### src/design/cbc_pkg.sv
package cbc_pkg;

    localparam int RAM_BANKS_MAX  = 4;
    localparam int RAM_BANK_BYTES = 8192;
    localparam int ROM_BANK_BYTES = 16384;

    localparam int RAM_DEPTH   = RAM_BANKS_MAX * RAM_BANK_BYTES;
    localparam int RAM_ADDR_W  = $clog2(RAM_DEPTH);
    localparam int RAM_OFS_W   = $clog2(RAM_BANK_BYTES);
    localparam int RAM_BANK_W  = 2;
    localparam int BANK_CNT_W  = 3;
    localparam int ROM_OFS_W   = $clog2(ROM_BANK_BYTES);
    localparam int ROM_BANK_W  = 7;
    localparam int ROM_ADDR_W  = 21;
    localparam int ROM_SIZE_W  = 22;
    localparam int ADDR_W      = 16;
    localparam int DATA_W      = 8;

    localparam int QUEUE_DEPTH = 2;
    localparam int QPTR_W      = (QUEUE_DEPTH > 1) ? $clog2(QUEUE_DEPTH) : 1;
    localparam int QCNT_W      = $clog2(QUEUE_DEPTH + 1);

    localparam int CFG_INDEX_W = 2;
    localparam int CFG_DATA_W  = 32;

    localparam logic [CFG_INDEX_W-1:0] CFG_MAPPER_ENABLED = 2'd0;
    localparam logic [CFG_INDEX_W-1:0] CFG_ROM_SIZE_BYTES = 2'd1;
    localparam logic [CFG_INDEX_W-1:0] CFG_RAM_BANK_COUNT = 2'd2;

    localparam logic [ROM_SIZE_W-1:0] ROM_SIZE_RESET   = 22'd32768;
    localparam logic [DATA_W-1:0]     OPEN_BUS         = 8'hFF;
    localparam logic [3:0]            RAM_ENABLE_KEY   = 4'hA;
    localparam logic [2:0]            RAM_WINDOW_TOP   = 3'b101;

    localparam logic [1:0] CTRL_RAM_ENABLE = 2'd0;
    localparam logic [1:0] CTRL_ROM_LOW    = 2'd1;
    localparam logic [1:0] CTRL_BANK_HIGH  = 2'd2;
    localparam logic [1:0] CTRL_MODE       = 2'd3;

    typedef enum logic [1:0] {
        OP_DIRECT    = 2'd0,
        OP_RAM_READ  = 2'd1,
        OP_RAM_WRITE = 2'd2
    } op_kind_t;

    typedef struct packed {
        logic              req_type;
        logic [ADDR_W-1:0] bus_address;
        logic [DATA_W-1:0] write_byte;
    } req_t;

    typedef struct packed {
        logic [DATA_W-1:0]     read_byte;
        logic                  data_source;
        logic [ROM_ADDR_W-1:0] rom_fetch_address;
    } rsp_t;

    typedef struct packed {
        op_kind_t              kind;
        logic [RAM_ADDR_W-1:0] ram_addr;
        logic [DATA_W-1:0]     write_byte;
        logic                  data_source;
        logic [ROM_ADDR_W-1:0] rom_fetch_address;
    } op_t;

endpackage

### src/design/cbc_fifo.sv
module cbc_fifo (
    input  logic          aclk,
    input  logic          aresetn,
    input  logic          push,
    input  cbc_pkg::op_t  push_op,
    output logic          full,
    input  logic          pop,
    output logic          not_empty,
    output cbc_pkg::op_t  head_op
);
    import cbc_pkg::*;

    op_t               slot_reg [QUEUE_DEPTH];
    logic [QPTR_W-1:0] wr_ptr_reg, wr_ptr_next;
    logic [QPTR_W-1:0] rd_ptr_reg, rd_ptr_next;
    logic [QCNT_W-1:0] count_reg, count_next;

    function automatic logic [QPTR_W-1:0] ptr_inc(input logic [QPTR_W-1:0] p);
        ptr_inc = (p == QPTR_W'(QUEUE_DEPTH - 1)) ? '0 : p + 1'b1;
    endfunction

    assign full      = (count_reg == QCNT_W'(QUEUE_DEPTH));
    assign not_empty = (count_reg != '0);
    assign head_op   = slot_reg[rd_ptr_reg];

    always_comb begin
        wr_ptr_next = push ? ptr_inc(wr_ptr_reg) : wr_ptr_reg;
        rd_ptr_next = pop ? ptr_inc(rd_ptr_reg) : rd_ptr_reg;
        count_next  = count_reg;
        if (push && !pop) begin
            count_next = count_reg + 1'b1;
        end else if (pop && !push) begin
            count_next = count_reg - 1'b1;
        end
    end

    always_ff @(posedge aclk) begin
        if (!aresetn) begin
            wr_ptr_reg <= '0;
            rd_ptr_reg <= '0;
            count_reg  <= '0;
        end else begin
            wr_ptr_reg <= wr_ptr_next;
            rd_ptr_reg <= rd_ptr_next;
            count_reg  <= count_next;
        end
    end

    always_ff @(posedge aclk) begin
        if (push) begin
            slot_reg[wr_ptr_reg] <= push_op;
        end
    end

endmodule

### config.mk
export PLATFORM = sky130hd
export DESIGN_NAME = cbc_fifo
export DESIGN_NICKNAME = d
export VERILOG_FILES = /design/src/design/cbc_pkg.sv /design/src/design/cbc_fifo.sv
export SDC_FILE = /design/constraint.sdc
export NUM_CORES = 1
export LEC_CHECK = 0
export BUFFER_PORTS_ARGS = -buffer_cell sky130_fd_sc_hd__clkbuf_2
export CAP_MARGIN = 40
export CORE_MARGIN = 3
export CORE_UTILIZATION = 25
export CTS_BUF_LIST = sky130_fd_sc_hd__clkbuf_4 sky130_fd_sc_hd__clkbuf_8
export CTS_CLUSTER_DIAMETER = 120
export DETAILED_ROUTE_END_ITERATION = 8
export SYNTH_ARGS = -nofsm -noshare
export SYNTH_HDL_FRONTEND = slang
export SYNTH_SLANG_ARGS = --single-unit
### constraint.sdc
create_clock -name aclk -period 4.8 [get_ports aclk]
set_input_delay 0.96 -clock aclk [delete_from_list [all_inputs] [get_ports aclk]]
set_output_delay 0.96 -clock aclk [all_outputs]
set_load 0.02 [all_outputs]
Word level (Yosys, flattened, before mapping)
Memory sizes are Yosys's and may differ from the RTL's. A register that Yosys moved wholly into a read port is not among the register bits.
Index checks and enable logic that the tools add are counted.
{ "word_totals": {"reg_bits": 4, "latchBits": 0, "ram_bits": 94, "mem_bits_ro": 0, "inputBits": 51, "out_inout_bits": 49, "wordCells": 23, "mem_count": 1} }
{ "mem_list": {"columns": ["name", "depth", "word_bits", "rd", "rd_clocked_by_memory_dff", "write_ports", "line_no", "rtl"], "rows": [
  ["slot_reg", 2, 47, 1, 1, 1, "cbc_fifo.sv:13", "op_t slot_reg [QUEUE_DEPTH];"]
]} }
{ "classes": {"add_sub_neg": 4, "multipliers": 0, "div": 0, "magnitude_cmp": 0, "n_eq_ne": 1, "shift": 0, "n_mux": 8, "bitwise": 0, "reduce_logical": 6} }
{ "op_table": {"columns": ["op", "count"], "rows": [
  ["$mux 1", 6],
  ["$mux 2", 2],
  ["$reduce_bool 2->1", 2],
  ["$add 1x1->1 const B", 2],
  ["$add 2x1->2 const B", 1],
  ["$eq 2x2->1 const B", 1],
  ["$logic_and 1x1->1", 2],
  ["$logic_not 1->1", 2],
  ["$sub 2x1->2 const B", 1]
]} }

Logic depth before layout (Yosys ltp)
{ "logic_depth": {"depth_word": 4, "depth_mapped": 5, "ltp_nobuf": 5} }

Least setup slack after synthesis
Ideal clock, no wire load.
{ "synth_path": {"path_kind": "input-to-reg", "from": "input port push", "to": "memory slot_reg[0][0] (netlist bit) (enable)", "setup_time_ps": 458, "arrival_time_ps": 3079, "path_slack_ps": 1262, "stages": 1, "n_path_buf": 0, "cell_sequence": "nor2b_1"} }
{ "synth_between": {"elab_chain_cells": 2} }
{ "synth_rtl": {"columns": ["element", "line_no", "rtl"], "rows": [
  ["start, declared", "cbc_fifo.sv:4", "input logic push,"],
  ["$mux 1", "cbc_fifo.sv:50", "if (push) begin"],
  ["$mux 1 (not written as such)", "cbc_fifo.sv:51", "slot_reg[wr_ptr_reg] <= push_op;"],
  ["end, declared", "cbc_fifo.sv:13", null]
]} }
No other way between the ends.

==> results.md <==
* Post-route design area at 0.00453 mm²
* Worst Path Buf+Inv at 2
* Syn. warnings at 0
* Register area share after synthesis at 80.7%
* Number of post-CTS setup repair buffers at 0
* Slowest Stage Delay on Critical Path at 710 ps
* CP Cell Sequence: buf_12 -> mux2_2 -> clkbuf_2
* Worst reg2reg path depth at 2
* Post-Layout Cell Count at 461
* RSZ-0062 raised after global routing: false
* Mapped Area at about 0.0036 mm²
* CP Class: reg2out
* Fillers at 1381
* Worst IR Drop VDD at roughly 170 µV
* WL/cell at between 10 and 15 µm
* Via count at between 1500 and 2000
* GPL Wtd Cong at 0.658
* Initial Util at 25.8%
* Period Utilization, post-route at between 50% and 60%
* Min Tclk post-route at 2840 ps
* Area share of the leading cell type in the synthesized netlist at 78.0%
* CTS H-tree depth at 3
* Flops & latches, synth at 99
* Placed insts at 445
* CTS sink count at 99
* Gate Count Post-Synth at 168
* Post-cts hold buffer count at 0
* Chip width at 126 µm
* Number of CTS-inserted buffers at 9
* CTS tree: yes
* First-pass GRT wire length at between 10000 and 15000 µm
* Detailed Route WL at 6610 µm
* Final Skew at around 11 ps
* Hold Crit Class: reg2reg
* Util after Layout at between 30% and 40%
* Crit-path max FO at 26
* Post-route ant nets at 0
* Final Slew Violations at 0
* Total track usage at 8.66%
* Final TNS setup at 0 ps
* Final nets at between 300 and 400
* Worst slew pin tran at 687 ps
* Worst setup margin at 1960 ps
* Core box area at 0.0140 mm²
* Slowest-stage cell, CP: dfxtp_2
* Pre-antenna DRT Iters at 4
* Levels on crit path at 3
* Leakage at 1.70 nW
* Vias per cell at roughly 4
* Die H at 126 µm
* Status: completed
* Worst EP arrival at 1880 ps
* Clk root buf: clkbuf_8
* Main area contributors after synthesis: edfxtp_1 (78%), mux2_2 (15%), dfxtp_1 (2.8%)
* Req. time, crit path at 3840 ps
* Hold Crit Depth at 2
* Fin. Hold Viols at 0
* Clk_lat worst skew at 360 ps
* Reg area at around 0.0029 mm²
* Vias in the first global route at ~2100
* DP HPWL at 4310 µm
* Boundary Pins at 100
* 1st-iter DRT viols at 55
* Mapped Nets at 220
* Cts repair resizes at 0
* Syn avg cell area at 21.5 µm²
* Area after DPL at between 0.004 and 0.005 mm²
* Drc violations at 0
* Maxcap violations at 0
* Delay-heaviest family, CP: flip-flops
* Largest net degree at the start of global routing at 48
* Final setup viols at 0
* Synth area leader: edfxtp_1
* Clock Path Buffers at 2
* CP endpoint kind: output port
* Startpoint Class: flop
* Max FFs per register at 94
* Ant. Diodes at 0
* Die area at 0.0160 mm²
* Fmax at 352 MHz
* Port bufs at 99
* Max_slew headroom at 54.1%
* Count of cell types in the netlist at 18
* Syn-to-layout area delta at 25.1%
* Place WS at between 2000 and 2500 ps
* PD cells at between 300 and 400 mW/mm²
* Initial antenna violation count at 0
* # rows at 43
* Grt ovf at 0
* Share of cells above drive strength 1 at roughly three fifths
* Clock Pin Slew Worst Setup and Hold Paths at 90 ps
* Area of the multi-input gates at 656 µm²
==> kinds of logic after synthesis <==
logic type                 Yosys count  share of synthesized area, %
muxes                               47                          14.6
DFF                                 99                          80.7
xor gates and xnor gates             3                         0.726
adders and majority gates            1                         0.346
buffers and inverters                6                          1.38
AOI/OAI and AO/OA                    3                         0.553
and+or+nand+nor                      9                          1.62
==> stage by stage <==
stage          hold WS, ps  total power, W
2_1_floorplan          461         0.00118
3_3_place_gp           478         0.00126
3_5_place_dp           516         0.00127
4_1_cts                531         0.00178
5_1_grt                559         0.00184
6_report               527         0.00174
==> where the power goes <==
group          total, W  switching [W]  internal [W]
Clock          0.000505       0.000263      0.000241
Combinational  0.000225       0.000128     0.0000967
Sequential      0.00101      0.0000188      0.000995
==> metal layers <==
metal | track usage [%] | part of all wire, %
met1 | 9.80 | 42
met2 | 14.2 | 50
met3 | 3.92 | 6.9
met4 | 3.79 | 1.3
met5 | 0 | 0
==> placed cells by master, fill, tap and decap left out <==
cell,instances
and2_1,3
and2b_2,1
ha_1,1
clkbuf_2,99
or2_2,1
dfxtp_1,4
or3_1,1
nor2b_1,1
xnor2_1,1
buf_12,1
edfxtp_1,94
nor2b_4,1
and2_2,1
buf_4,2
o21ai_0,1
clkbuf_8,12
o21a_1,1
inv_1,1
clkinv_2,2
clkbuf_4,2
a21boi_1,1
xor2_1,2
mux2_2,47
dfxtp_2,1
==> worst paths after layout <==
kind	start	end	slack (ps)
hold reg to reg	count_reg[1]	count_reg[1]	530
hold / removal	count_reg[1]	count_reg[1]	530
setup reg to reg	wr_ptr_reg	slot_reg[0][28]	3040
setup / recovery	flop	head_op[31]	1960
==> synth_stat cells, drive strengths merged <==
cell,n
a21boi,1
and2,4
and2b,1
buf,5
dfxtp,5
edfxtp,94
ha,1
inv,1
mux2,47
nor2b,2
o21a,1
o21ai,1
or2,1
or3,1
xnor2,1
xor2,2
==> layout make-up <==
type | count | area share [%]
clock buffers | 14 | 3.98
clock inverters | 2 | 0.221
inverters | 1 | 0.0829
multi-input cells | 63 | 14.5
flip-flops and latches | 99 | 64.6
well taps | 180 | 4.97
repair buffers | 102 | 11.7
==> worst reg2reg max path: stages (launching register included) <==
cell and delay (ps):
dfxtp_1 350, nor2b_4 560, buf_4 500
Note: power is estimated with default switching activity, not from simulation.
