### config.mk
export PLATFORM = sky130hd
export DESIGN_NAME = cbc_front
export DESIGN_NICKNAME = d
export VERILOG_FILES = /design/src/design/cbc_pkg.sv /design/src/design/cbc_front.sv
export SDC_FILE = /design/constraint.sdc
export NUM_CORES = 1
export LEC_CHECK = 0
export BUFFER_PORTS_ARGS = -buffer_cell sky130_fd_sc_hd__buf_2
export CAP_MARGIN = 0
export CORE_MARGIN = 2
export CORE_UTILIZATION = 40
export CTS_BUF_LIST = sky130_fd_sc_hd__clkbuf_4
export CTS_CLUSTER_SIZE = 30
export DETAILED_ROUTE_END_ITERATION = 7
export PLACE_DENSITY_LB_ADDON = 0.15
export SLEW_MARGIN = 20
export SYNTH_ARGS = -nofsm -noshare
export SYNTH_HDL_FRONTEND = slang
export SYNTH_SLANG_ARGS = --single-unit
### constraint.sdc
create_clock -name aclk -period 2.2 [get_ports aclk]
set_clock_uncertainty 0.05 [all_clocks]
set_input_delay 0.11 -clock aclk [delete_from_list [all_inputs] [get_ports aclk]]
set_output_delay 0.11 -clock aclk [all_outputs]
set_load 0.005 [all_outputs]
### src/design/cbc_pkg.sv
package cbc_pkg;

    localparam int RAM_BANKS_MAX  = 4;
    localparam int RAM_BANK_BYTES = 8192;
    localparam int ROM_BANK_BYTES = 16384;

    localparam int RAM_DEPTH   = RAM_BANKS_MAX * RAM_BANK_BYTES;
    localparam int RAM_ADDR_W  = $clog2(RAM_DEPTH);
    localparam int RAM_OFS_W   = $clog2(RAM_BANK_BYTES);
    localparam int RAM_BANK_W  = 2;
    localparam int BANK_CNT_W  = 3;
    localparam int ROM_OFS_W   = $clog2(ROM_BANK_BYTES);
    localparam int ROM_BANK_W  = 7;
    localparam int ROM_ADDR_W  = 21;
    localparam int ROM_SIZE_W  = 22;
    localparam int ADDR_W      = 16;
    localparam int DATA_W      = 8;

    localparam int QUEUE_DEPTH = 2;
    localparam int QPTR_W      = (QUEUE_DEPTH > 1) ? $clog2(QUEUE_DEPTH) : 1;
    localparam int QCNT_W      = $clog2(QUEUE_DEPTH + 1);

    localparam int CFG_INDEX_W = 2;
    localparam int CFG_DATA_W  = 32;

    localparam logic [CFG_INDEX_W-1:0] CFG_MAPPER_ENABLED = 2'd0;
    localparam logic [CFG_INDEX_W-1:0] CFG_ROM_SIZE_BYTES = 2'd1;
    localparam logic [CFG_INDEX_W-1:0] CFG_RAM_BANK_COUNT = 2'd2;

    localparam logic [ROM_SIZE_W-1:0] ROM_SIZE_RESET   = 22'd32768;
    localparam logic [DATA_W-1:0]     OPEN_BUS         = 8'hFF;
    localparam logic [3:0]            RAM_ENABLE_KEY   = 4'hA;
    localparam logic [2:0]            RAM_WINDOW_TOP   = 3'b101;

    localparam logic [1:0] CTRL_RAM_ENABLE = 2'd0;
    localparam logic [1:0] CTRL_ROM_LOW    = 2'd1;
    localparam logic [1:0] CTRL_BANK_HIGH  = 2'd2;
    localparam logic [1:0] CTRL_MODE       = 2'd3;

    typedef enum logic [1:0] {
        OP_DIRECT    = 2'd0,
        OP_RAM_READ  = 2'd1,
        OP_RAM_WRITE = 2'd2
    } op_kind_t;

    typedef struct packed {
        logic              req_type;
        logic [ADDR_W-1:0] bus_address;
        logic [DATA_W-1:0] write_byte;
    } req_t;

    typedef struct packed {
        logic [DATA_W-1:0]     read_byte;
        logic                  data_source;
        logic [ROM_ADDR_W-1:0] rom_fetch_address;
    } rsp_t;

    typedef struct packed {
        op_kind_t              kind;
        logic [RAM_ADDR_W-1:0] ram_addr;
        logic [DATA_W-1:0]     write_byte;
        logic                  data_source;
        logic [ROM_ADDR_W-1:0] rom_fetch_address;
    } op_t;

endpackage

### src/design/cbc_front.sv
module cbc_front (
    input  logic                             aclk,
    input  logic                             aresetn,
    input  logic                             s_valid,
    output logic                             s_ready,
    input  cbc_pkg::req_t                    s_req,
    input  logic                             cfg_valid,
    output logic                             cfg_ready,
    input  logic [cbc_pkg::CFG_INDEX_W-1:0]  cfg_index,
    input  logic [cbc_pkg::CFG_DATA_W-1:0]   cfg_data,
    input  logic                             clearing,
    input  logic                             queue_full,
    output logic                             push,
    output cbc_pkg::op_t                     push_op
);
    import cbc_pkg::*;

    logic                  mapper_en_reg;
    logic [ROM_SIZE_W-1:0] rom_size_reg;
    logic [BANK_CNT_W-1:0] bank_cnt_reg;
    logic [ROM_BANK_W-1:0] rom_bank_reg, rom_bank_next;
    logic [RAM_BANK_W-1:0] ram_bank_reg, ram_bank_next;
    logic                  ram_en_reg, ram_en_next;
    logic                  rom_mode_reg, rom_mode_next;

    logic [BANK_CNT_W-1:0] banks_avail;
    logic                  ram_ok;
    logic                  in_ram_window;
    logic [ROM_ADDR_W-1:0] rom_addr;
    logic [4:0]            low_bits;
    logic                  ctrl_write;

    assign s_ready   = !queue_full && !clearing;
    assign cfg_ready = 1'b1;
    assign push      = s_valid && s_ready;

    assign banks_avail   = (bank_cnt_reg > BANK_CNT_W'(RAM_BANKS_MAX))
                         ? BANK_CNT_W'(RAM_BANKS_MAX) : bank_cnt_reg;
    assign ram_ok        = ram_en_reg && (banks_avail != '0)
                         && ({1'b0, ram_bank_reg} < banks_avail);
    assign in_ram_window = (s_req.bus_address[ADDR_W-1:RAM_OFS_W] == RAM_WINDOW_TOP);
    assign rom_addr      = s_req.bus_address[ROM_OFS_W]
                         ? {rom_bank_reg, s_req.bus_address[ROM_OFS_W-1:0]}
                         : ROM_ADDR_W'(s_req.bus_address[ROM_OFS_W-1:0]);
    assign low_bits      = (s_req.write_byte[4:0] == 5'd0) ? 5'd1 : s_req.write_byte[4:0];
    assign ctrl_write    = push && s_req.req_type && !s_req.bus_address[ADDR_W-1]
                         && mapper_en_reg;

    always_comb begin
        push_op                   = '0;
        push_op.kind              = OP_DIRECT;
        push_op.ram_addr          = {ram_bank_reg, s_req.bus_address[RAM_OFS_W-1:0]};
        push_op.write_byte        = s_req.write_byte;
        if (!s_req.bus_address[ADDR_W-1]) begin
            if (!s_req.req_type && ({1'b0, rom_addr} < rom_size_reg)) begin
                push_op.data_source       = 1'b1;
                push_op.rom_fetch_address = rom_addr;
            end
        end else if (in_ram_window && ram_ok) begin
            push_op.kind = s_req.req_type ? OP_RAM_WRITE : OP_RAM_READ;
        end
    end

    always_comb begin
        rom_bank_next = rom_bank_reg;
        ram_bank_next = ram_bank_reg;
        ram_en_next   = ram_en_reg;
        rom_mode_next = rom_mode_reg;
        if (ctrl_write) begin
            case (s_req.bus_address[ROM_OFS_W:RAM_OFS_W])
                CTRL_RAM_ENABLE: begin
                    ram_en_next = (s_req.write_byte[3:0] == RAM_ENABLE_KEY);
                end
                CTRL_ROM_LOW: begin
                    rom_bank_next = {rom_bank_reg[6:5], low_bits};
                end
                CTRL_BANK_HIGH: begin
                    if (rom_mode_reg) begin
                        rom_bank_next = {s_req.write_byte[1:0], rom_bank_reg[4:0]};
                    end else begin
                        ram_bank_next = s_req.write_byte[1:0];
                    end
                end
                CTRL_MODE: begin
                    rom_mode_next = !s_req.write_byte[0];
                end
                default: begin
                    rom_mode_next = rom_mode_reg;
                end
            endcase
        end
    end

    always_ff @(posedge aclk) begin
        if (!aresetn) begin
            mapper_en_reg <= 1'b1;
            rom_size_reg  <= ROM_SIZE_RESET;
            bank_cnt_reg  <= '0;
            rom_bank_reg  <= ROM_BANK_W'(1);
            ram_bank_reg  <= '0;
            ram_en_reg    <= 1'b0;
            rom_mode_reg  <= 1'b1;
        end else begin
            rom_bank_reg <= rom_bank_next;
            ram_bank_reg <= ram_bank_next;
            ram_en_reg   <= ram_en_next;
            rom_mode_reg <= rom_mode_next;
            if (cfg_valid && cfg_ready) begin
                case (cfg_index)
                    CFG_MAPPER_ENABLED: mapper_en_reg <= cfg_data[0];
                    CFG_ROM_SIZE_BYTES: rom_size_reg  <= cfg_data[ROM_SIZE_W-1:0];
                    CFG_RAM_BANK_COUNT: bank_cnt_reg  <= cfg_data[BANK_CNT_W-1:0];
                    default:            bank_cnt_reg  <= bank_cnt_reg;
                endcase
            end
        end
    end

endmodule

== Word-level counts from Yosys, hierarchy flattened ==
Cells that the tools add are included.
W data, S select, Z words.
Storage, ports and cells
  output and inout port bits: 50
  bits in registers: 37
  bits of input ports: 65
Cells by class
  muxes and demuxes: 10
  bitwise gates (word level): 3
  reductions and logical operators: 26
  magnitude comparators: 3
  equality and inequality tests: 7
Operators with widths (count)
  $mux W22: 2
  $lt A21 B22 Y1: 1
  $mux W21: 1
  $pmux W7 S2: 1
  $reduce_and A2 Y1: 5
  $logic_and A1 B1 Y1: 9
  $mux W7: 1
  $eq A2 B2 Y1 const B: 3
  $mux W2: 3
  $reduce_and A3 Y1: 2
  $logic_not A1 Y1: 5
  $logic_not A5 Y1: 1
  $mux W5: 1
  $eq A2 B1 Y1 const B: 2
  $eq A4 B4 Y1 const B: 1
  $logic_not A2 Y1: 2
  $reduce_and A4 Y1: 1
  $eq A3 B3 Y1 const B: 1
  $gt A3 B3 Y1 const B: 1
  $lt A2 B3 Y1: 1
  $mux W3: 1
  $not A1 Y1: 3
  $reduce_bool A3 Y1: 1

== Longest topological paths before layout ==
Gate-level depths: netlist of run 1.
  word-level depth: 8
  depth in mapped cells: 9

== Worst setup path before layout of run 1 ==
OpenSTA, ideal clock, no wires.
  kind: input port to output port
  start: input s_req[22] in the netlist's numbering
  end: output push_op[10] in the netlist's numbering
  required time: 2.040 ns
  stages: 9
  buffers on the path: 2
  setup slack: 0.380 ns
  data arrival time: 1.660 ns
  path through: buf_1 > and2_1 > ha_1 > nand4_1 > nor4_4 > a22oi_2 > o211ai_2 > buf_6 > nor3_1
RTL lines
  start, declared: RTL line cbc_front.sv:6  | input cbc_pkg::req_t s_req,
  end, declared: RTL line cbc_front.sv:14  | output cbc_pkg::op_t push_op

==> results of run 1 <==
power by group through the flow:
| stage | logic [mW] | registers [mW] | clock network (mW) |
|---|---|---|---|
| finish | 0.358 | 0.695 | 0.468 |
| global route | 0.397 | 0.698 | 0.514 |
| CTS | 0.355 | 0.696 | 0.493 |
| detailed placement | 0.265 | 0.710 | 0 |
| global placement | 0.261 | 0.710 | 0 |
| floorplan | 0.169 | 0.708 | 0 |
layout make-up:
cell class              instances  area (um2)  share of cell area
clock buffers                   5        37.5              0.0101
flip-flops and latches         37         749               0.203
multi-input cells             230        1800               0.486
well taps                      77        96.3              0.0260
clock inverters                 3        41.3              0.0112
repair buffers                137         898               0.243
inverters                      21        78.8              0.0213
placed cells by master (no fill, tap or decap), types with 2 or more instances in the layout:
cell,n
a21oi_1,9
ha_4,7
a21boi_0,21
dfxtp_1,30
buf_2,97
nand3b_1,2
nand3_1,4
buf_6,2
nor2_1,8
nor2b_1,9
mux2i_1,11
nor3_2,14
buf_4,11
nand4_1,2
nor3_4,8
clkbuf_4,5
ha_1,14
o21ai_0,6
inv_1,21
nand2_1,77
dlygate4sd3_1,24
nand2b_1,5
nor3b_2,2
buf_12,2
o311a_4,4
and2_4,8
dfxtp_2,7
o211ai_1,2
timing repair:
action | in CTS | in global routing
cloned | 5 | 0
setup buffers | 7 | 1
setup endpoints to repair | 22 | 22
gates resized for setup | 51 | 11
hold endpoints to repair | 27 | 0
pin swaps | 26 | 16
hold buffers | 24 | 0
cell usage after synthesis, drive strengths merged:
master and number:
dfxtp 37, nand3b 2, and4b 1, nor2b 9, o21ai 7, o211ai 3
a211oi 1, o21bai 1, nor3 22, conb 1, nor4 2, a22oi 1
a21boi 21, mux2i 11, nor4bb 1, clkbuf 9, a21oi 9, nand2b 5
nand2 77, buf 30, a21o 1, inv 21, nor2 9, o2111ai 1
and2 8, nor3b 3, o311a 1, ha 21, nand4 2, nand4b 2
nand3 4, and3b 1
worst paths after layout:
kind	slack (ns)	cells after the start	endpoint	startpoint
worst min-delay path	0.02	3	rom_bank_reg[3]$_SDFFE_PN0P_	s_req[3]
worst max register to register	0.94	4	rom_bank_reg[4]$_SDFFE_PN0P_	mapper_en_reg$_SDFFE_PN1P_
worst min register to register	0.42	2	rom_size_reg[20]$_SDFFE_PN0P_	rom_size_reg[20]$_SDFFE_PN0P_
worst max-delay path	-0.24	10	push_op[21]	rom_bank_reg[2]$_SDFFE_PN0P_
critical path, stage by stage, from the launching register on:
cell,delay [ns]
dfxtp_2,0.34
and2_4,0.16
ha_4,0.20
nand4_1,0.19
nor2_1,0.09
a22oi_2,0.22
o211ai_4,0.14
buf_12,0.16
buf_16,0.14
nor3b_2,0.18
buf_2,0.13
per-layer routing:
layer / vias up / track usage
li1: 1280 / -
met1: 1147 / 0.256
met2: 84 / 0.341
met3: 11 / 0.0336
met4: 0 / 0.0616
met5: - / 0
logic make-up (layout without fill, tap and decap cells):
| logic type | count (synthesis) | count (layout) | share of synthesized area |
|---|---|---|---|
| AOI/OAI and AO/OA | 46 | 49 | 0.130 |
| other | 1 | 1 | 0.00148 |
| muxes | 11 | 11 | 0.0433 |
| buffers and inverters | 60 | 166 | 0.137 |
| adders and majority gates | 21 | 21 | 0.103 |
| DFF | 37 | 37 | 0.291 |
| and+or+nand+nor | 148 | 148 | 0.293 |
==> results.sh, run 1 <==
export IMPL_die_h_um=83.7
export IMPL_grt_overflow=0
export IMPL_tightest_slew_ns=0.615
export IMPL_drtIter0Drc=72
export IMPL_netlist_instances=324
export IMPL_synthesis_area_um2=2540
export IMPL_synth_seq_cells=37
export IMPL_initial_core_util=0.407
export IMPL_htreeDepth=2
export IMPL_max_freq_mhz=410
export IMPL_drt_total_wl_um=6920
export IMPL_m1WireLength_um=3090
export IMPL_fp_dieArea_um2=7010
export IMPL_wl_met3_um=322
export IMPL_io_buffer_count=97
export IMPL_p_seq_frac=0.457
export IMPL_drive_above_1_share=0.409
export IMPL_path_class="flop to output pin"
export IMPL_power_density_nw_per_um2=411
export IMPL_clockBufferDepth=2
export IMPL_slew_violations=0
export IMPL_wl_met2_um=3390
export IMPL_outcome="finished, violations left"
export IMPL_track_usage=0.199
export IMPL_layout_nets=518
export IMPL_crit_path_max_fanout=6
export IMPL_cp_data_required_time_ns=2.04
export IMPL_vias_per_cell=4.95
export IMPL_period_needed_ns=2.44
export IMPL_fill_cells=611
export IMPL_largest_reg_flops=22
export IMPL_combPwrFrac=0.235
export IMPL_core_um2=6240
export IMPL_p_sw_frac=0.275
export IMPL_violations="negative setup slack"
export IMPL_numCtsBuffers=5
export IMPL_yosysTopAreaCell="dfxtp_1"
export IMPL_pin_count=115
export IMPL_ant_nets=0
export IMPL_synthTopCellsByArea="dfxtp_1, nand2_1, ha_1"
export IMPL_ir_drop_mv=0.375
export IMPL_ys_seq_area_frac=0.291
export IMPL_drc=0
export IMPL_end_kind="output pin"
export IMPL_hpwlAfterDp_um=4410
export IMPL_ys_warn_count=0
export IMPL_avgSynthCellArea_um2=7.84
export IMPL_grt_pass1_vias=2431
export IMPL_dpl_cell_count=467
export IMPL_mappedNetlistNets=410
export IMPL_cts_sinks=37
export IMPL_rsz0062_at_grt="true"
export IMPL_grt_pass1_wl_um=11400
export IMPL_finalCritPeriodShare=1.11
export IMPL_totalNegativeSetupSlack_ns=-4.25
export IMPL_hold_path_class="input pin to flop"
export IMPL_whs_ns=0.0211
export IMPL_dr_pass1_iters=4
export IMPL_synth_top_area_frac=0.291
export IMPL_report_final_hold_viol_count=0
export IMPL_grt_max_degree=40
export IMPL_antennaDiodeCount=0
export IMPL_startpoint_type="flop"
export IMPL_p_clk_frac=0.308
export IMPL_final_area_um2=3700
export IMPL_dp_worst_setup_slack_ns=0.0274
export IMPL_clk_latency_ns=0.34
export IMPL_dpl_cell_area_um2=2940
export IMPL_finalSetupViolCount=22
export IMPL_placementRows=29
export IMPL_cts_tree="done"
export IMPL_power_switching_mw=0.418
export IMPL_gp_congestion=0.775
export IMPL_p_leak_nw=1.59
export IMPL_total_power_mw=1.52
export IMPL_syn_to_final_growth_pct=45.6
export IMPL_maxSlewHeadroom=0.590
export IMPL_cp_arrival_ns=2.28
export IMPL_final_setup_worst_slack_ns=-0.240
export IMPL_intPower_mw=1.10
export IMPL_final_util=0.593
export IMPL_antenna_found_initial=0
export IMPL_top_layer="met4"
export IMPL_die_width_um=83.7
export IMPL_vias=2522
export IMPL_wire_per_inst_um=13.6
export IMPL_synth_distinct_cells=41
export IMPL_final_cells=510
export IMPL_root_buffer="clkbuf_4"
export IMPL_path_clk_slew_ns=0.11
export IMPL_drv_cap=0
No activity file was read; power rests on OpenSTA's default activity.
==> inputs of run 2 (changes only) <==
clock period = 2.3 ns   (was 2.2 ns; I/O delays follow)
==> results.sh, run 2 (synthesis results as in run 1) <==
export IMPL_outcome="finished, violations left"
export IMPL_violations="negative setup slack"
export IMPL_vias_per_cell=4.94
export IMPL_crit_slowest_cell="dfxtp_2"
export IMPL_crit_path_max_fanout=6
export IMPL_drt_total_wl_um=6680
export IMPL_drv_cap=0
export IMPL_ir_drop_mv=0.220
export IMPL_whs_path_depth=3
export IMPL_whs_ns=0.0116
export IMPL_power_density_nw_per_um2=376
export IMPL_worstHoldStart="s_req[3]"
export IMPL_antennaDiodeCount=0
export IMPL_tightest_slew_ns=0.599
export IMPL_drc=0
export IMPL_pin_count=115
export IMPL_critPathMaxStageDelay_ns=0.34
export IMPL_numCtsBuffers=5
export IMPL_drtIter0Drc=67
export IMPL_period_needed_ns=2.37
export IMPL_hold_path_class="input pin to flop"
export IMPL_dpl_cell_count=466
export IMPL_cp_arrival_ns=2.21
export IMPL_grt_pass1_vias=2294
export IMPL_fill_cells=613
export IMPL_cp_num_buf_inv=2
export IMPL_r2r_cells=4
export IMPL_rsz0062_at_grt="true"
export IMPL_report_final_hold_viol_count=0
export IMPL_totalNegativeSetupSlack_ns=-1.00
export IMPL_fp_dieArea_um2=7010
export IMPL_track_usage=0.192
export IMPL_initial_core_util=0.407
export IMPL_syn_to_final_growth_pct=39.1
export IMPL_dp_worst_setup_slack_ns=0.117
export IMPL_hold_path_end="rom_bank_reg[3]$_SDFFE_PN0P_"
export IMPL_path_clk_slew_ns=0.11
export IMPL_mostFrequentLayoutCells="buf_2, nand2_1, dfxtp_1"
export IMPL_slew_violations=0
export IMPL_total_power_mw=1.33
export IMPL_grt_pass1_wl_um=11000
export IMPL_startpoint_type="flop"
export IMPL_cp_data_required_time_ns=2.13
export IMPL_ant_nets=0
export IMPL_final_cells=505
export IMPL_antenna_found_initial=0
export IMPL_rrSetupSlack_ns=1.07
export IMPL_die_h_um=83.7
export IMPL_max_freq_mhz=422
export IMPL_grt_max_degree=40
export IMPL_grt_overflow=0
export IMPL_gp_congestion=0.797
export IMPL_die_width_um=83.7
export IMPL_cts_sinks=37
export IMPL_root_buffer="clkbuf_4"
export IMPL_cp_top_family="simple AND/OR/NAND/NOR gates"
export IMPL_io_buffer_count=97
export IMPL_path_class="flop to output pin"
export IMPL_final_setup_worst_slack_ns=-0.0722
export IMPL_rr_endpoint="ram_bank_reg[0]$_SDFFE_PN0P_"
export IMPL_vias=2496
export IMPL_maxSlewHeadroom=0.600
export IMPL_core_um2=6240
export IMPL_finalSetupViolCount=22
export IMPL_final_area_um2=3530
export IMPL_wire_per_inst_um=13.2
export IMPL_final_util=0.566
export IMPL_clk_latency_ns=0.34
export IMPL_largest_reg_flops=22
export IMPL_clockBufferDepth=2
export IMPL_placementRows=29
export IMPL_end_kind="output pin"
export IMPL_finalCritPeriodShare=1.03
export IMPL_layout_nets=513
export IMPL_worstPathCellList="and2_4, ha_4, nand4b_4, nor4_4, buf_4, o311a_4, nor3_2, buf_2"
export IMPL_dpl_cell_area_um2=2910
export IMPL_htreeDepth=2
export IMPL_final_common_cell="buf_2"
export IMPL_hpwlAfterDp_um=4380
export IMPL_cts_tree="done"
export IMPL_p_leak_nw=1.53
export IMPL_drive_above_1_share=0.400
export IMPL_reg2reg_from="mapper_en_reg$_SDFFE_PN1P_"
export IMPL_dr_pass1_iters=4
## run 2: timing repair
| item | in CTS | in global routing |
|---|---|---|
| pin swaps | 26 | 7 |
| setup endpoints to repair | 22 | 22 |
| hold endpoints to repair | 26 | 0 |
| cloned | 4 | 1 |
| setup buffers | 2 | 1 |
| resized for setup | 45 | 9 |
| hold buffers | 23 | 0 |
## run 2: layout make-up
type / instances / area, um2 / area share
multi-input cells: 230 / 1740 / 0.492
repair buffers: 132 / 817 / 0.231
flip-flops and latches: 37 / 748 / 0.212
well taps: 77 / 96.3 / 0.0273
inverters: 21 / 78.8 / 0.0223
clock buffers: 6 / 45.0 / 0.0127
clock inverters: 2 / 10.0 / 0.00283
## run 2: power by group
group          internal (mW)  total, mW  switching (mW)
sequential             0.656      0.665         0.00831
combinational          0.156      0.313           0.157
clock                  0.128      0.350           0.221
## run 2: worst max-delay path by stage
stage                                             from     endpoint  depth (start not counted)  slack (ns)
after floorplan                              s_req[22]  push_op[10]                          9        0.47
after global placement                       s_req[22]   push_op[4]                          8        0.12
after detailed placement                     s_req[22]   push_op[4]                          8        0.12
after CTS                 rom_bank_reg[4]$_SDFFE_PN0P_  push_op[18]                          8       -0.07
after global routing      rom_bank_reg[5]$_SDFFE_PN0P_  push_op[19]                          8       -0.16
final                     rom_bank_reg[5]$_SDFFE_PN0P_  push_op[19]                          8       -0.07
## run 2: per-layer routing
layer	global-route usage	wire length, um
met1	0.253	3110
met2	0.323	3210
met3	0.0376	285
met4	0.0484	70
met5	0	0
## run 2: worst reg2reg max path, delay by kind of cell, from the launching register on
| kind | cells | cell delay, ns |
|---|---|---|
| AND/OR/NAND/NOR | 3 | 0.56 |
| multiplexers | 1 | 0.22 |
| flip-flops | 1 | 0.35 |
==> inputs of run 3 (changes only) <==
CELL_PAD_IN_SITES_DETAIL_PLACEMENT = 0   (was unset)
CELL_PAD_IN_SITES_GLOBAL_PLACEMENT = 1   (was unset)
CORE_UTILIZATION = 34   (was 40)
==> results.sh, run 3 (synthesis results as in run 1) <==
export IMPL_end_kind="output pin"
export IMPL_r2r_cells=4
export IMPL_p_sw_frac=0.275
export IMPL_worstPathCellList="and2_4, ha_4, nand4b_4, nor4_4, a22oi_2, o211ai_4, buf_6, buf_16, nor3_1, buf_2"
export IMPL_intPower_mw=1.05
export IMPL_grt_overflow=0
export IMPL_hpwlAfterDp_um=4680
export IMPL_mostFrequentLayoutCells="buf_2, nand2_1, dfxtp_1"
export IMPL_numCtsBuffers=5
export IMPL_final_area_um2=3690
export IMPL_fp_dieArea_um2=8180
export IMPL_reg2reg_from="mapper_en_reg$_SDFFE_PN1P_"
export IMPL_combPwrFrac=0.229
export IMPL_antenna_found_initial=0
export IMPL_rsz0062_at_grt="true"
export IMPL_crit_path_max_fanout=6
export IMPL_report_final_hold_viol_count=0
export IMPL_antennaDiodeCount=0
export IMPL_maxSlewHeadroom=0.591
export IMPL_period_needed_ns=2.44
export IMPL_cp_data_required_time_ns=2.13
export IMPL_grt_max_degree=40
export IMPL_drt_total_wl_um=6830
export IMPL_finalCritPeriodShare=1.06
export IMPL_path_clk_slew_ns=0.12
export IMPL_cp_arrival_ns=2.27
export IMPL_vias=2453
export IMPL_placementRows=31
export IMPL_dpl_cell_area_um2=2940
export IMPL_rrSetupSlack_ns=1.08
export IMPL_gp_congestion=0.747
export IMPL_vias_per_cell=4.61
export IMPL_p_clk_frac=0.312
export IMPL_power_density_nw_per_um2=393
export IMPL_grt_pass1_wl_um=11200
export IMPL_dr_pass1_iters=4
export IMPL_root_buffer="clkbuf_4"
export IMPL_startpoint="rom_bank_reg[5]$_SDFFE_PN0P_"
export IMPL_p_leak_nw=1.59
export IMPL_die_h_um=90.5
export IMPL_pin_count=115
export IMPL_syn_to_final_growth_pct=45.2
export IMPL_finalSetupViolCount=22
export IMPL_ant_nets=0
export IMPL_fill_cells=720
export IMPL_violations="negative setup slack"
export IMPL_die_width_um=90.5
export IMPL_outcome="finished, violations left"
export IMPL_critPathMaxStageDelay_ns=0.34
export IMPL_crit_slowest_cell="dfxtp_2"
export IMPL_cts_sinks=37
export IMPL_wire_per_inst_um=12.8
export IMPL_total_power_mw=1.45
export IMPL_htreeDepth=2
export IMPL_regArea_um2=749
export IMPL_drc=0
export IMPL_p_seq_frac=0.459
export IMPL_startpoint_type="flop"
export IMPL_layout_nets=518
export IMPL_clk_latency_ns=0.35
export IMPL_path_class="flop to output pin"
export IMPL_track_usage=0.167
export IMPL_drive_above_1_share=0.402
export IMPL_cp_endpoint="push_op[20]"
export IMPL_ir_drop_mv=0.305
export IMPL_drtIter0Drc=79
export IMPL_tightest_slew_ns=0.614
export IMPL_final_setup_worst_slack_ns=-0.137
export IMPL_rr_endpoint="rom_bank_reg[1]$_SDFFE_PN0P_"
export IMPL_clockBufferDepth=2
export IMPL_drv_cap=0
export IMPL_hold_path_class="input pin to flop"
export IMPL_largest_reg_flops=22
export IMPL_core_um2=7250
export IMPL_slew_violations=0
export IMPL_grt_pass1_vias=2344
export IMPL_multi_input_area_um2=1760
export IMPL_max_freq_mhz=410
export IMPL_final_common_cell="buf_2"
export IMPL_cts_tree="done"
export IMPL_initial_core_util=0.350
export IMPL_final_util=0.509
export IMPL_power_switching_mw=0.399
export IMPL_io_buffer_count=97
[run 3: worst min-delay path by stage]
stage | to | start | depth (start not counted) | slack (ns)
floorplan | mapper_en_reg$_SDFFE_PN1P_ | cfg_data[0] | 2 | 0.19
global placement | push_op[27] | s_req[5] | 0 | 0.18
detailed placement | push_op[27] | s_req[5] | 0 | 0.18
CTS | rom_bank_reg[2]$_SDFFE_PN0P_ | s_req[2] | 3 | 0.02
global route | ram_bank_reg[1]$_SDFFE_PN0P_ | s_req[1] | 3 | 0.02
finish | rom_bank_reg[2]$_SDFFE_PN0P_ | s_req[2] | 3 | 0.03
[run 3: final cells by class]
cell class / instances / share of cell area
clock buffer: 5 / 0.0102
clock inverter: 3 / 0.0112
inverter: 21 / 0.0214
multi-input combinational: 230 / 0.477
sequential: 37 / 0.203
tap: 99 / 0.0336
timing repair buffer: 137 / 0.244
[run 3: through the flow]
step / hold WS (ns) / setup WS, ns / TNS, ns / std cells
after floorplan: 0.193 / 0.470 / 0 / 324
after global placement: 0.180 / 0.129 / 0 / 487
after detailed placement: 0.180 / 0.123 / 0 / 487
after CTS: 0.0189 / -0.143 / -2.90 / 530
after global routing: 0.0208 / -0.269 / -5.08 / 532
final: 0.0301 / -0.137 / -2.09 / 532
[run 3: power by group through the flow]
stage                     Combinational [mW]  Sequential (mW)  Clock (mW)
after floorplan                        0.162            0.677           0
after global placement                 0.249            0.679           0
after detailed placement               0.251            0.680           0
after CTS                              0.328            0.666       0.470
after global routing                   0.371            0.667       0.500
final                                  0.332            0.665       0.452
[run 3: what timing repair did]
action / 4_1_cts / 5_1_grt
hold buffers: 25 / 0
resized for setup: 35 / 23
hold endpoints to repair: 26 / 0
setup endpoints to repair: 22 / 22
setup buffers: 5 / 3
cloned: 5 / 1
pin swaps: 13 / 14
[run 3: critical path, delay by kind of cell, from the launching register on]
family,cells,cell delay [ns]
flops,1,0.34
simple gates,4,0.64
buf+inv,3,0.42
compound gates,2,0.26
fa+ha+maj,1,0.28
[run 3: layer usage]
metal / track usage / share of wire / vias to the layer above
met5: 0 / 0 / -
met4: 0.0500 / 0.018 / 0
met3: 0.0309 / 0.048 / 9
met2: 0.271 / 0.43 / 81
met1: 0.226 / 0.50 / 1075
li1: - / - / 1288
